`config.mk`:
```
export PLATFORM = sky130hd
export DESIGN_NAME = utf8_stream_decoder_core_flat
export DESIGN_NICKNAME = d
export VERILOG_FILES = /design/src/rtl/core/utf8d_pkg.sv /design/src/rtl/core/utf8d_if.sv /design/src/rtl/core/utf8_stream_decoder_core.sv /design/src/flat_wrapper.sv
export SDC_FILE = /design/constraint.sdc
export NUM_CORES = 1
export LEC_CHECK = 0
export BUFFER_PORTS_ARGS = -buffer_cell sky130_fd_sc_hd__buf_2
export CORE_ASPECT_RATIO = 0.6
export CORE_MARGIN = 3
export CORE_UTILIZATION = 35
export CTS_BUF_LIST = sky130_fd_sc_hd__clkbuf_8 sky130_fd_sc_hd__clkbuf_16
export DETAILED_ROUTE_END_ITERATION = 12
export GPL_TIMING_DRIVEN = 0
export PLACE_DENSITY = 0.58
export SYNTH_ARGS = -nofsm -noshare
export SYNTH_HDL_FRONTEND = slang
export SYNTH_SLANG_ARGS = --single-unit
export TNS_END_PERCENT = 100
```
`constraint.sdc`:
```
create_clock -name clk_i -period 3.4 [get_ports clk_i]
set_input_delay 0.51 -clock clk_i [delete_from_list [all_inputs] [get_ports clk_i]]
set_output_delay 0.51 -clock clk_i [all_outputs]
set_load 0.05 [all_outputs]
```
`src/rtl/core/utf8d_pkg.sv`:
```
// Package for the UTF-8 stream decoder: widths, byte class masks and codes.
// No dependencies; used by the channel interfaces and the decoder core.
package utf8d_pkg;

  localparam int unsigned ByteW      = 8;
  localparam int unsigned CpW        = 21;
  localparam int unsigned MaxResults = 4;
  // Result counter holds 0..MaxResults
  localparam int unsigned CntW       = $clog2(MaxResults + 1);
  localparam int unsigned SeqW       = 3;
  localparam int unsigned TakenW     = 2;

  // Byte classes: mask and code pairs
  localparam logic [ByteW-1:0] ContMask  = 8'hC0;
  localparam logic [ByteW-1:0] ContCode  = 8'h80;
  localparam logic [ByteW-1:0] AsciiMask = 8'h80;
  localparam logic [ByteW-1:0] AsciiCode = 8'h00;
  localparam logic [ByteW-1:0] Lead2Mask = 8'hE0;
  localparam logic [ByteW-1:0] Lead2Code = 8'hC0;
  localparam logic [ByteW-1:0] Lead3Mask = 8'hF0;
  localparam logic [ByteW-1:0] Lead3Code = 8'hE0;
  localparam logic [ByteW-1:0] Lead4Mask = 8'hF8;
  localparam logic [ByteW-1:0] Lead4Code = 8'hF0;

  // Payload masks per byte kind
  localparam logic [ByteW-1:0] ContPayload  = 8'h3F;
  localparam logic [ByteW-1:0] Lead2Payload = 8'h1F;
  localparam logic [ByteW-1:0] Lead3Payload = 8'h0F;
  localparam logic [ByteW-1:0] Lead4Payload = 8'h07;

  // Sequence lengths
  localparam logic [SeqW-1:0] SeqNone = 3'd0;
  localparam logic [SeqW-1:0] SeqLen2 = 3'd2;
  localparam logic [SeqW-1:0] SeqLen3 = 3'd3;
  localparam logic [SeqW-1:0] SeqLen4 = 3'd4;

  // Results of one byte: cnt entries, all bad zeros except possibly the
  // final one, which carries value when good is set.
  typedef struct packed {
    logic [CntW-1:0] cnt;
    logic            good;
    logic [CpW-1:0]  value;
  } burst_t;

endpackage

```
`src/rtl/core/utf8d_if.sv`:
```
// Valid/ready channel interfaces for the UTF-8 stream decoder.
// Depends on utf8d_pkg for the payload widths.
interface utf8d_byte_if
  import utf8d_pkg::*;
  ();
  logic             valid;
  logic             ready;
  logic [ByteW-1:0] data_byte;
  logic             stream_end;

  modport source (output valid, data_byte, stream_end, input ready);
  modport sink   (input valid, data_byte, stream_end, output ready);
endinterface

interface utf8d_cp_if
  import utf8d_pkg::*;
  ();
  logic           valid;
  logic           ready;
  logic [CpW-1:0] code_point;
  logic           bad_byte;
  logic           run_last;
  logic           stream_done;

  modport source (output valid, code_point, bad_byte, run_last, stream_done, input ready);
  modport sink   (input valid, code_point, bad_byte, run_last, stream_done, output ready);
endinterface

```
`src/rtl/core/utf8_stream_decoder_core.sv`:
```
// UTF-8 stream decoder core: bytes in, 21-bit code points out.
// Depends on utf8d_pkg and the channel interfaces in utf8d_if.sv.
//
// Usage:
//   byte_i takes one raw byte per transfer with stream_end marking the last
//   byte of a stream. cp_o gives one code point per transfer; bad_byte marks
//   zero results standing for invalid or orphaned bytes, run_last marks the
//   last result of a byte and stream_done the last result of a stream.
//   A byte goes into an input register and is decoded from there into a
//   result register, from which its results show on cp_o. Throughput is
//   one byte per cycle while each byte gives at most one result and the
//   receiver takes every result; a byte that gives N results (error
//   flushes, N up to 4) holds the result register until all N have
//   drained, one result per transfer. The input register lets one byte be
//   taken while a result waits on a stalled receiver; then byte_i.ready
//   stays low until the last result in the result register transfers.
//   Reset empties both registers and closes any open sequence. A byte with
//   stream_end set clears the sequence state so the next byte starts anew.
module utf8_stream_decoder_core
  import utf8d_pkg::*;
(
  input  logic          clk_i,
  input  logic          rst_ni,
  utf8d_byte_if.sink    byte_i,
  utf8d_cp_if.source    cp_o
);

  // Input register
  logic             in_vld_q;
  logic [ByteW-1:0] in_byte_q;
  logic             in_end_q;

  // Sequence state
  logic [SeqW-1:0]   seq_q, seq_d;
  logic [TakenW-1:0] taken_q, taken_d;
  logic [CpW-1:0]    pv_q, pv_d;

  // Result register
  logic [CntW-1:0] rem_q;
  logic            good_q;
  logic [CpW-1:0]  val_q;
  logic            done_q;

  burst_t burst;
  logic   advance;
  logic   slot_free;

  // Result slot frees when empty or its final result transfers now
  assign slot_free = (rem_q == '0) ||
                     ((rem_q == CntW'(1)) && cp_o.ready);
  assign advance   = in_vld_q && slot_free;
  assign byte_i.ready = !in_vld_q || advance;

  // Decode one byte against the open sequence
  always_comb begin
    logic [ByteW-1:0]  b;
    logic              is_cont;
    logic              open_seq;
    logic [TakenW-1:0] taken_nx;
    logic              complete;
    logic [CntW-1:0]   n;
    b        = in_byte_q;
    is_cont  = (b & ContMask) == ContCode;
    open_seq = seq_q != SeqNone;
    taken_nx = taken_q + TakenW'(1);
    complete = ({1'b0, taken_nx} + SeqW'(1)) >= seq_q;
    n        = '0;
    seq_d    = seq_q;
    taken_d  = taken_q;
    pv_d     = pv_q;
    burst.good  = 1'b0;
    burst.value = '0;

    if (open_seq && is_cont) begin
      // Continuation: gather six more payload bits
      pv_d    = {pv_q[CpW-7:0], b[5:0] & ContPayload[5:0]};
      taken_d = taken_nx;
      if (complete) begin
        n           = CntW'(1);
        burst.good  = 1'b1;
        burst.value = pv_d;
        seq_d       = SeqNone;
        taken_d     = '0;
        pv_d        = '0;
      end
    end else begin
      // Broken sequence: one zero for the lead and each continuation
      if (open_seq) begin
        n = CntW'(1) + CntW'(taken_q);
      end
      seq_d   = SeqNone;
      taken_d = '0;
      pv_d    = '0;
      if ((b & AsciiMask) == AsciiCode) begin
        n           = n + CntW'(1);
        burst.good  = 1'b1;
        burst.value = CpW'(b);
      end else if ((b & Lead2Mask) == Lead2Code) begin
        seq_d = SeqLen2;
        pv_d  = CpW'(b & Lead2Payload);
      end else if ((b & Lead3Mask) == Lead3Code) begin
        seq_d = SeqLen3;
        pv_d  = CpW'(b & Lead3Payload);
      end else if ((b & Lead4Mask) == Lead4Code) begin
        seq_d = SeqLen4;
        pv_d  = CpW'(b & Lead4Payload);
      end else begin
        n = n + CntW'(1);
      end
    end

    // Stream end: flush anything still open
    if (in_end_q) begin
      if (seq_d != SeqNone) begin
        n          = n + CntW'(1) + CntW'(taken_d);
        burst.good = 1'b0;
      end
      seq_d   = SeqNone;
      taken_d = '0;
      pv_d    = '0;
    end
    burst.cnt = n;
  end

  // Input register
  always_ff @(posedge clk_i or negedge rst_ni) begin
    if (!rst_ni) begin
      in_vld_q <= 1'b0;
    end else if (byte_i.ready) begin
      in_vld_q <= byte_i.valid;
    end
  end

  always_ff @(posedge clk_i) begin
    if (byte_i.valid && byte_i.ready) begin
      in_byte_q <= byte_i.data_byte;
      in_end_q  <= byte_i.stream_end;
    end
  end

  // Sequence state
  always_ff @(posedge clk_i or negedge rst_ni) begin
    if (!rst_ni) begin
      seq_q   <= SeqNone;
      taken_q <= '0;
      pv_q    <= '0;
    end else if (advance) begin
      seq_q   <= seq_d;
      taken_q <= taken_d;
      pv_q    <= pv_d;
    end
  end

  // Result register: counts down one result per transfer
  always_ff @(posedge clk_i or negedge rst_ni) begin
    if (!rst_ni) begin
      rem_q <= '0;
    end else if (advance) begin
      rem_q <= burst.cnt;
    end else if (cp_o.valid && cp_o.ready) begin
      rem_q <= rem_q - CntW'(1);
    end
  end

  always_ff @(posedge clk_i) begin
    if (advance) begin
      good_q <= burst.good;
      val_q  <= burst.value;
      done_q <= in_end_q;
    end
  end

  // Output side
  assign cp_o.valid       = rem_q != '0;
  assign cp_o.run_last    = rem_q == CntW'(1);
  assign cp_o.bad_byte    = !(cp_o.run_last && good_q);
  assign cp_o.code_point  = (cp_o.run_last && good_q) ? val_q : '0;
  assign cp_o.stream_done = cp_o.run_last && done_q;

  // Checks
  a_rem_bound: assert property (@(posedge clk_i) disable iff (!rst_ni)
    rem_q <= CntW'(MaxResults))
    else $error("result count above limit");

  a_seq_legal: assert property (@(posedge clk_i) disable iff (!rst_ni)
    seq_q == SeqNone || seq_q == SeqLen2 || seq_q == SeqLen3 || seq_q == SeqLen4)
    else $error("illegal sequence length");

  a_taken_fits: assert property (@(posedge clk_i) disable iff (!rst_ni)
    (seq_q == SeqNone) |-> (taken_q == '0))
    else $error("continuation count without open sequence");

  a_end_clears: assert property (@(posedge clk_i) disable iff (!rst_ni)
    (advance && in_end_q) |=> (seq_q == SeqNone && rem_q != '0))
    else $error("stream end left state open or gave no result");

  a_hold_on_stall: assert property (@(posedge clk_i) disable iff (!rst_ni)
    (cp_o.valid && !cp_o.ready) |=> (rem_q == $past(rem_q)))
    else $error("result count moved while receiver stalled");

endmodule

```
`src/flat_wrapper.sv`:
```
// flat-port wrapper written by rule: the top's interface ports become plain ports
module utf8_stream_decoder_core_flat import utf8d_pkg::*;
  (clk_i, rst_ni, byte_i_valid, byte_i_data_byte, byte_i_stream_end, byte_i_ready, cp_o_valid, cp_o_code_point, cp_o_bad_byte, cp_o_run_last, cp_o_stream_done, cp_o_ready);
  utf8d_byte_if byte_i_i ();
  utf8d_cp_if cp_o_i ();
  input  logic clk_i;
  input  logic rst_ni;
  input wire logic [$bits(byte_i_i.valid)-1:0] byte_i_valid;
  input wire logic [$bits(byte_i_i.data_byte)-1:0] byte_i_data_byte;
  input wire logic [$bits(byte_i_i.stream_end)-1:0] byte_i_stream_end;
  output wire logic [$bits(byte_i_i.ready)-1:0] byte_i_ready;
  output wire logic [$bits(cp_o_i.valid)-1:0] cp_o_valid;
  output wire logic [$bits(cp_o_i.code_point)-1:0] cp_o_code_point;
  output wire logic [$bits(cp_o_i.bad_byte)-1:0] cp_o_bad_byte;
  output wire logic [$bits(cp_o_i.run_last)-1:0] cp_o_run_last;
  output wire logic [$bits(cp_o_i.stream_done)-1:0] cp_o_stream_done;
  input wire logic [$bits(cp_o_i.ready)-1:0] cp_o_ready;
  assign byte_i_i.valid = byte_i_valid;
  assign byte_i_i.data_byte = byte_i_data_byte;
  assign byte_i_i.stream_end = byte_i_stream_end;
  assign byte_i_ready = byte_i_i.ready;
  assign cp_o_valid = cp_o_i.valid;
  assign cp_o_code_point = cp_o_i.code_point;
  assign cp_o_bad_byte = cp_o_i.bad_byte;
  assign cp_o_run_last = cp_o_i.run_last;
  assign cp_o_stream_done = cp_o_i.stream_done;
  assign cp_o_i.ready = cp_o_ready;
  utf8_stream_decoder_core u_core (.clk_i(clk_i), .rst_ni(rst_ni), .byte_i(byte_i_i), .cp_o(cp_o_i));
endmodule
```
==> flow_metrics.py <==
metrics = {
    "clocking": {
        "cts_tree": "built",
        "clk_pin_slew_ns": 0.07,
        "cts_resized": 0,
        "cts_buffer_depth": 2,
        "cts_inserted_buffers": 5,
        "cts_hold_buf": 0,
        "worstSkewPairLatency_ns": 0.29,
        "postCtsSetupBuffers": 0,
        "cts_sinks": 56,
        "clockRootBuffer": "clkbuf_16",
        "cts_max_level": 2,
    },
    "timing": {
        "skew_ns": 0.00553,
        "max_slew_margin_pct": 51.4,
        "tns_ns": 0,
        "slew_viol_final": 0,
        "worst_pin_slew_ns": 0.729,
        "layout_min_cycle_time_ns": 3.10,
        "rsz0062_at_grt": "false",
        "hold_viol_final": 0,
        "fmax_mhz": 322,
        "finalSetupViolCount": 0,
        "finalCritPeriodShare_pct": 91.2,
    },
    "layout": {
        "n_antenna_cell": 0,
        "nets": 301,
        "drive_above_1_share_pct": 21.6,
        "post-route-util_pct": 43.4,
        "area_growth_pct": 18.3,
    },
    "place": {
        "dp_hpwl_um": 4390,
        "port-buffer-count": 38,
        "place.gp.congestion": 0.783,
    },
    "synth": {
        "synth_seq_cells": 56,
        "syn_area_per_cell_um2": 11.7,
        "yosysSeqAreaShare_pct": 57.6,
        "syn_nets": 256,
        "syn_inst": 232,
        "yosysWarnings": 0,
        "synthesis.area_mm2": 0.00271,
        "synth_edf_count": 32,
        "synthArstFlopShare_pct": 42.9,
        "synthFlopType": "edfxtp_1",
        "yosysUniqueCellTypes": 45,
    },
    "die": {
        "ioPinCount": 39,
        "die_x_um": 120,
        "dieHeight_um": 74.2,
        "core_mm2": 0.00739,
        "rows": 24,
        "initial_core_util_pct": 36.7,
        "die_area_mm2": 0.00887,
    },
    "flow_run": {
        "drv_cap": 0,
    },
    "grt": {
        "overflow": 0,
        "grt_max_degree": 33,
        "grt_pass1_wl_um": 9360,
        "grtUsageTotal_pct": 13.9,
        "grt_pass1_vias": 1702,
        "antenna_found_initial": 0,
    },
    "setup_path": {
        "cp_max_fo": 8,
        "startpoint_type": "flip-flop",
        "arrival_ns": 3.27,
        "crit_type": "flip-flop to flip-flop",
        "cp-end-kind": "flip-flop",
        "cp.required_ns": 3.57,
    },
    "routing": {
        "viasPerCell": 4.85,
        "wl_um": 5940,
        "wl_per_cell_um": 15.5,
        "firstDrtPassIters": 4,
        "drc": 0,
        "ant_nets": 0,
        "first_iter_violations": 123,
        "vias": 1854,
    },
    "power": {
        "p_per_area_mw_per_mm2": 875,
        "switchingPower_uw": 1180,
        "seq_power_share_pct": 37.9,
        "ir_drop_v": 0.000407,
        "pwr-share-clk_pct": 20.6,
        "p_int_uw": 1630,
        "switching_share_pct": 41.9,
        "power.static_leakage_uw": 0.00144,
        "combPwrFrac_pct": 41.4,
    },
    "worst_hold_path": {
        "hold_path.class": "input port to asynchronous set/reset pin",
    },
    "status": {
        "status": "complete, no violations",
    },
}
cell type report:
| class | count | area (um^2) |
|---|---|---|
| Timing Repair Buffer | 38 | 190 |
| Buffer | 12 | 63.8 |
| Inverter | 9 | 33.8 |
| Multi-Input combinational cell | 155 | 1060 |
| Fill cell | 712 | 4180 |
| Clock buffer | 5 | 125 |
| Tap cell | 104 | 130 |
| Sequential cell | 56 | 1560 |
| Clock inverter | 3 | 42.5 |
kinds of logic after synthesis:
logic type	synth area share, %
buffers and inverters	3.60
muxes	0.969
DFF	57.6
and+or+nand+nor	21.0
adders and majority gates	5.36
xor gates and xnor gates	0.970
AOI/OAI and AO/OA	10.5
state kept, by name, summed over array words and instances, names as in the netlist:
| signal | cells |
|---|---|
| u_core.good_q | 1 |
| u_core.pv_q | 15 |
| u_core.seq_q | 3 |
| u_core.done_q | 1 |
| u_core.in_byte_q | 8 |
| u_core.val_q | 21 |
| u_core.taken_q | 2 |
| u_core.in_end_q | 1 |
| u_core.rem_q | 3 |
| u_core.in_vld_q | 1 |
critical path, stage by stage, from the launching register on:
cell and delay (ns):
dfrtp_1 0.42, inv_1 0.12, ha_1 0.37, xor2_1 0.19, ha_1 0.28, nand2_1 0.06
o21ai_2 0.25, nor2b_4 0.30, a21oi_1 0.09, ha_1 0.20, fa_1 0.47, and4_1 0.16
nor3_1 0.04
cell usage in the layout, fill, tap and decap left out, types with 3 or more instances in the layout:
master,netlist,final
edfxtp_1,32,32
o21ai_0,7,7
a22o_1,12,12
nor3_1,3,3
nand2_1,21,21
buf_2,3,41
nand2b_1,6,6
a21oi_1,6,6
inv_1,9,9
and2_1,24,24
dfrtp_1,24,24
ha_1,10,10
nor2_1,8,8
clkbuf_16,0,5
clkbuf_1,7,7
and3_1,22,22
metal layers:
layer,global-route usage [%],up-vias,share of wire [%]
li1,-,918,-
met1,22.9,892,59
met2,17.0,39,36
met3,4.03,5,4.7
met4,3.43,0,0.71
met5,0,-,0
cells in the mapped netlist, types with 2 or more instances:
library cell / count / area (um^2)
clkbuf_1: 7 / 26.3
and2_1: 24 / 150
o21ai_1: 2 / 10.0
ha_1: 10 / 125
nor2_1: 8 / 30.0
xor2_1: 2 / 17.5
nand3_1: 2 / 10.0
edfxtp_1: 32 / 961
nand2b_1: 6 / 37.5
inv_1: 9 / 33.8
buf_6: 2 / 22.5
nor3_1: 3 / 15.0
or2_4: 2 / 17.5
a22o_1: 12 / 105
nor2b_1: 2 / 12.5
a21oi_1: 6 / 30.0
a22oi_1: 2 / 15.0
buf_2: 3 / 15.0
o21ai_0: 7 / 35.0
dfrtp_1: 24 / 601
and3_1: 22 / 138
nand2_1: 21 / 78.8
o41ai_1: 2 / 17.5
power by group through the flow:
stage / clock network, uW / logic [uW] / registers (uW)
detailed placement: 0 / 1150 / 1080
global placement: 0 / 1140 / 1070
floorplan: 0 / 868 / 1030
CTS: 589 / 1150 / 1060
global route: 622 / 1280 / 1080
finish: 578 / 1160 / 1060
stage by stage:
step | instances | hold WS [ns] | cell area (um^2) | power [uW] | setup WS, ns
finish | 382 | 0.217 | 3210 | 2810 | 0.299
global route | 382 | 0.259 | 3210 | 2990 | 0.118
CTS | 382 | 0.232 | 3200 | 2810 | 0.0953
detailed placement | 374 | 0.486 | 3030 | 2230 | 0.120
global placement | 374 | 0.486 | 3030 | 2210 | 0.152
floorplan | 232 | 0.214 | 2710 | 1900 | 0.564
worst paths after layout:
path / startpoint / endpoint / slack (ns) / depth (start not counted)
max in group asynchronous: rst_ni / u_core.pv_q[10] / 2.80 / 1
hold / removal: rst_ni / u_core.pv_q[14] / 0.22 / 1
setup / recovery: u_core.taken_q[0] / u_core.rem_q[1] / 0.30 / 12
min in group clk_i: byte_i_data_byte[5] / u_core.in_byte_q[5] / 0.39 / 1
setup reg to reg: u_core.taken_q[0] / u_core.rem_q[1] / 0.30 / 12
hold reg to reg: u_core.pv_q[9] / u_core.pv_q[9] / 0.51 / 1
(Power assumes the default switching activity.)
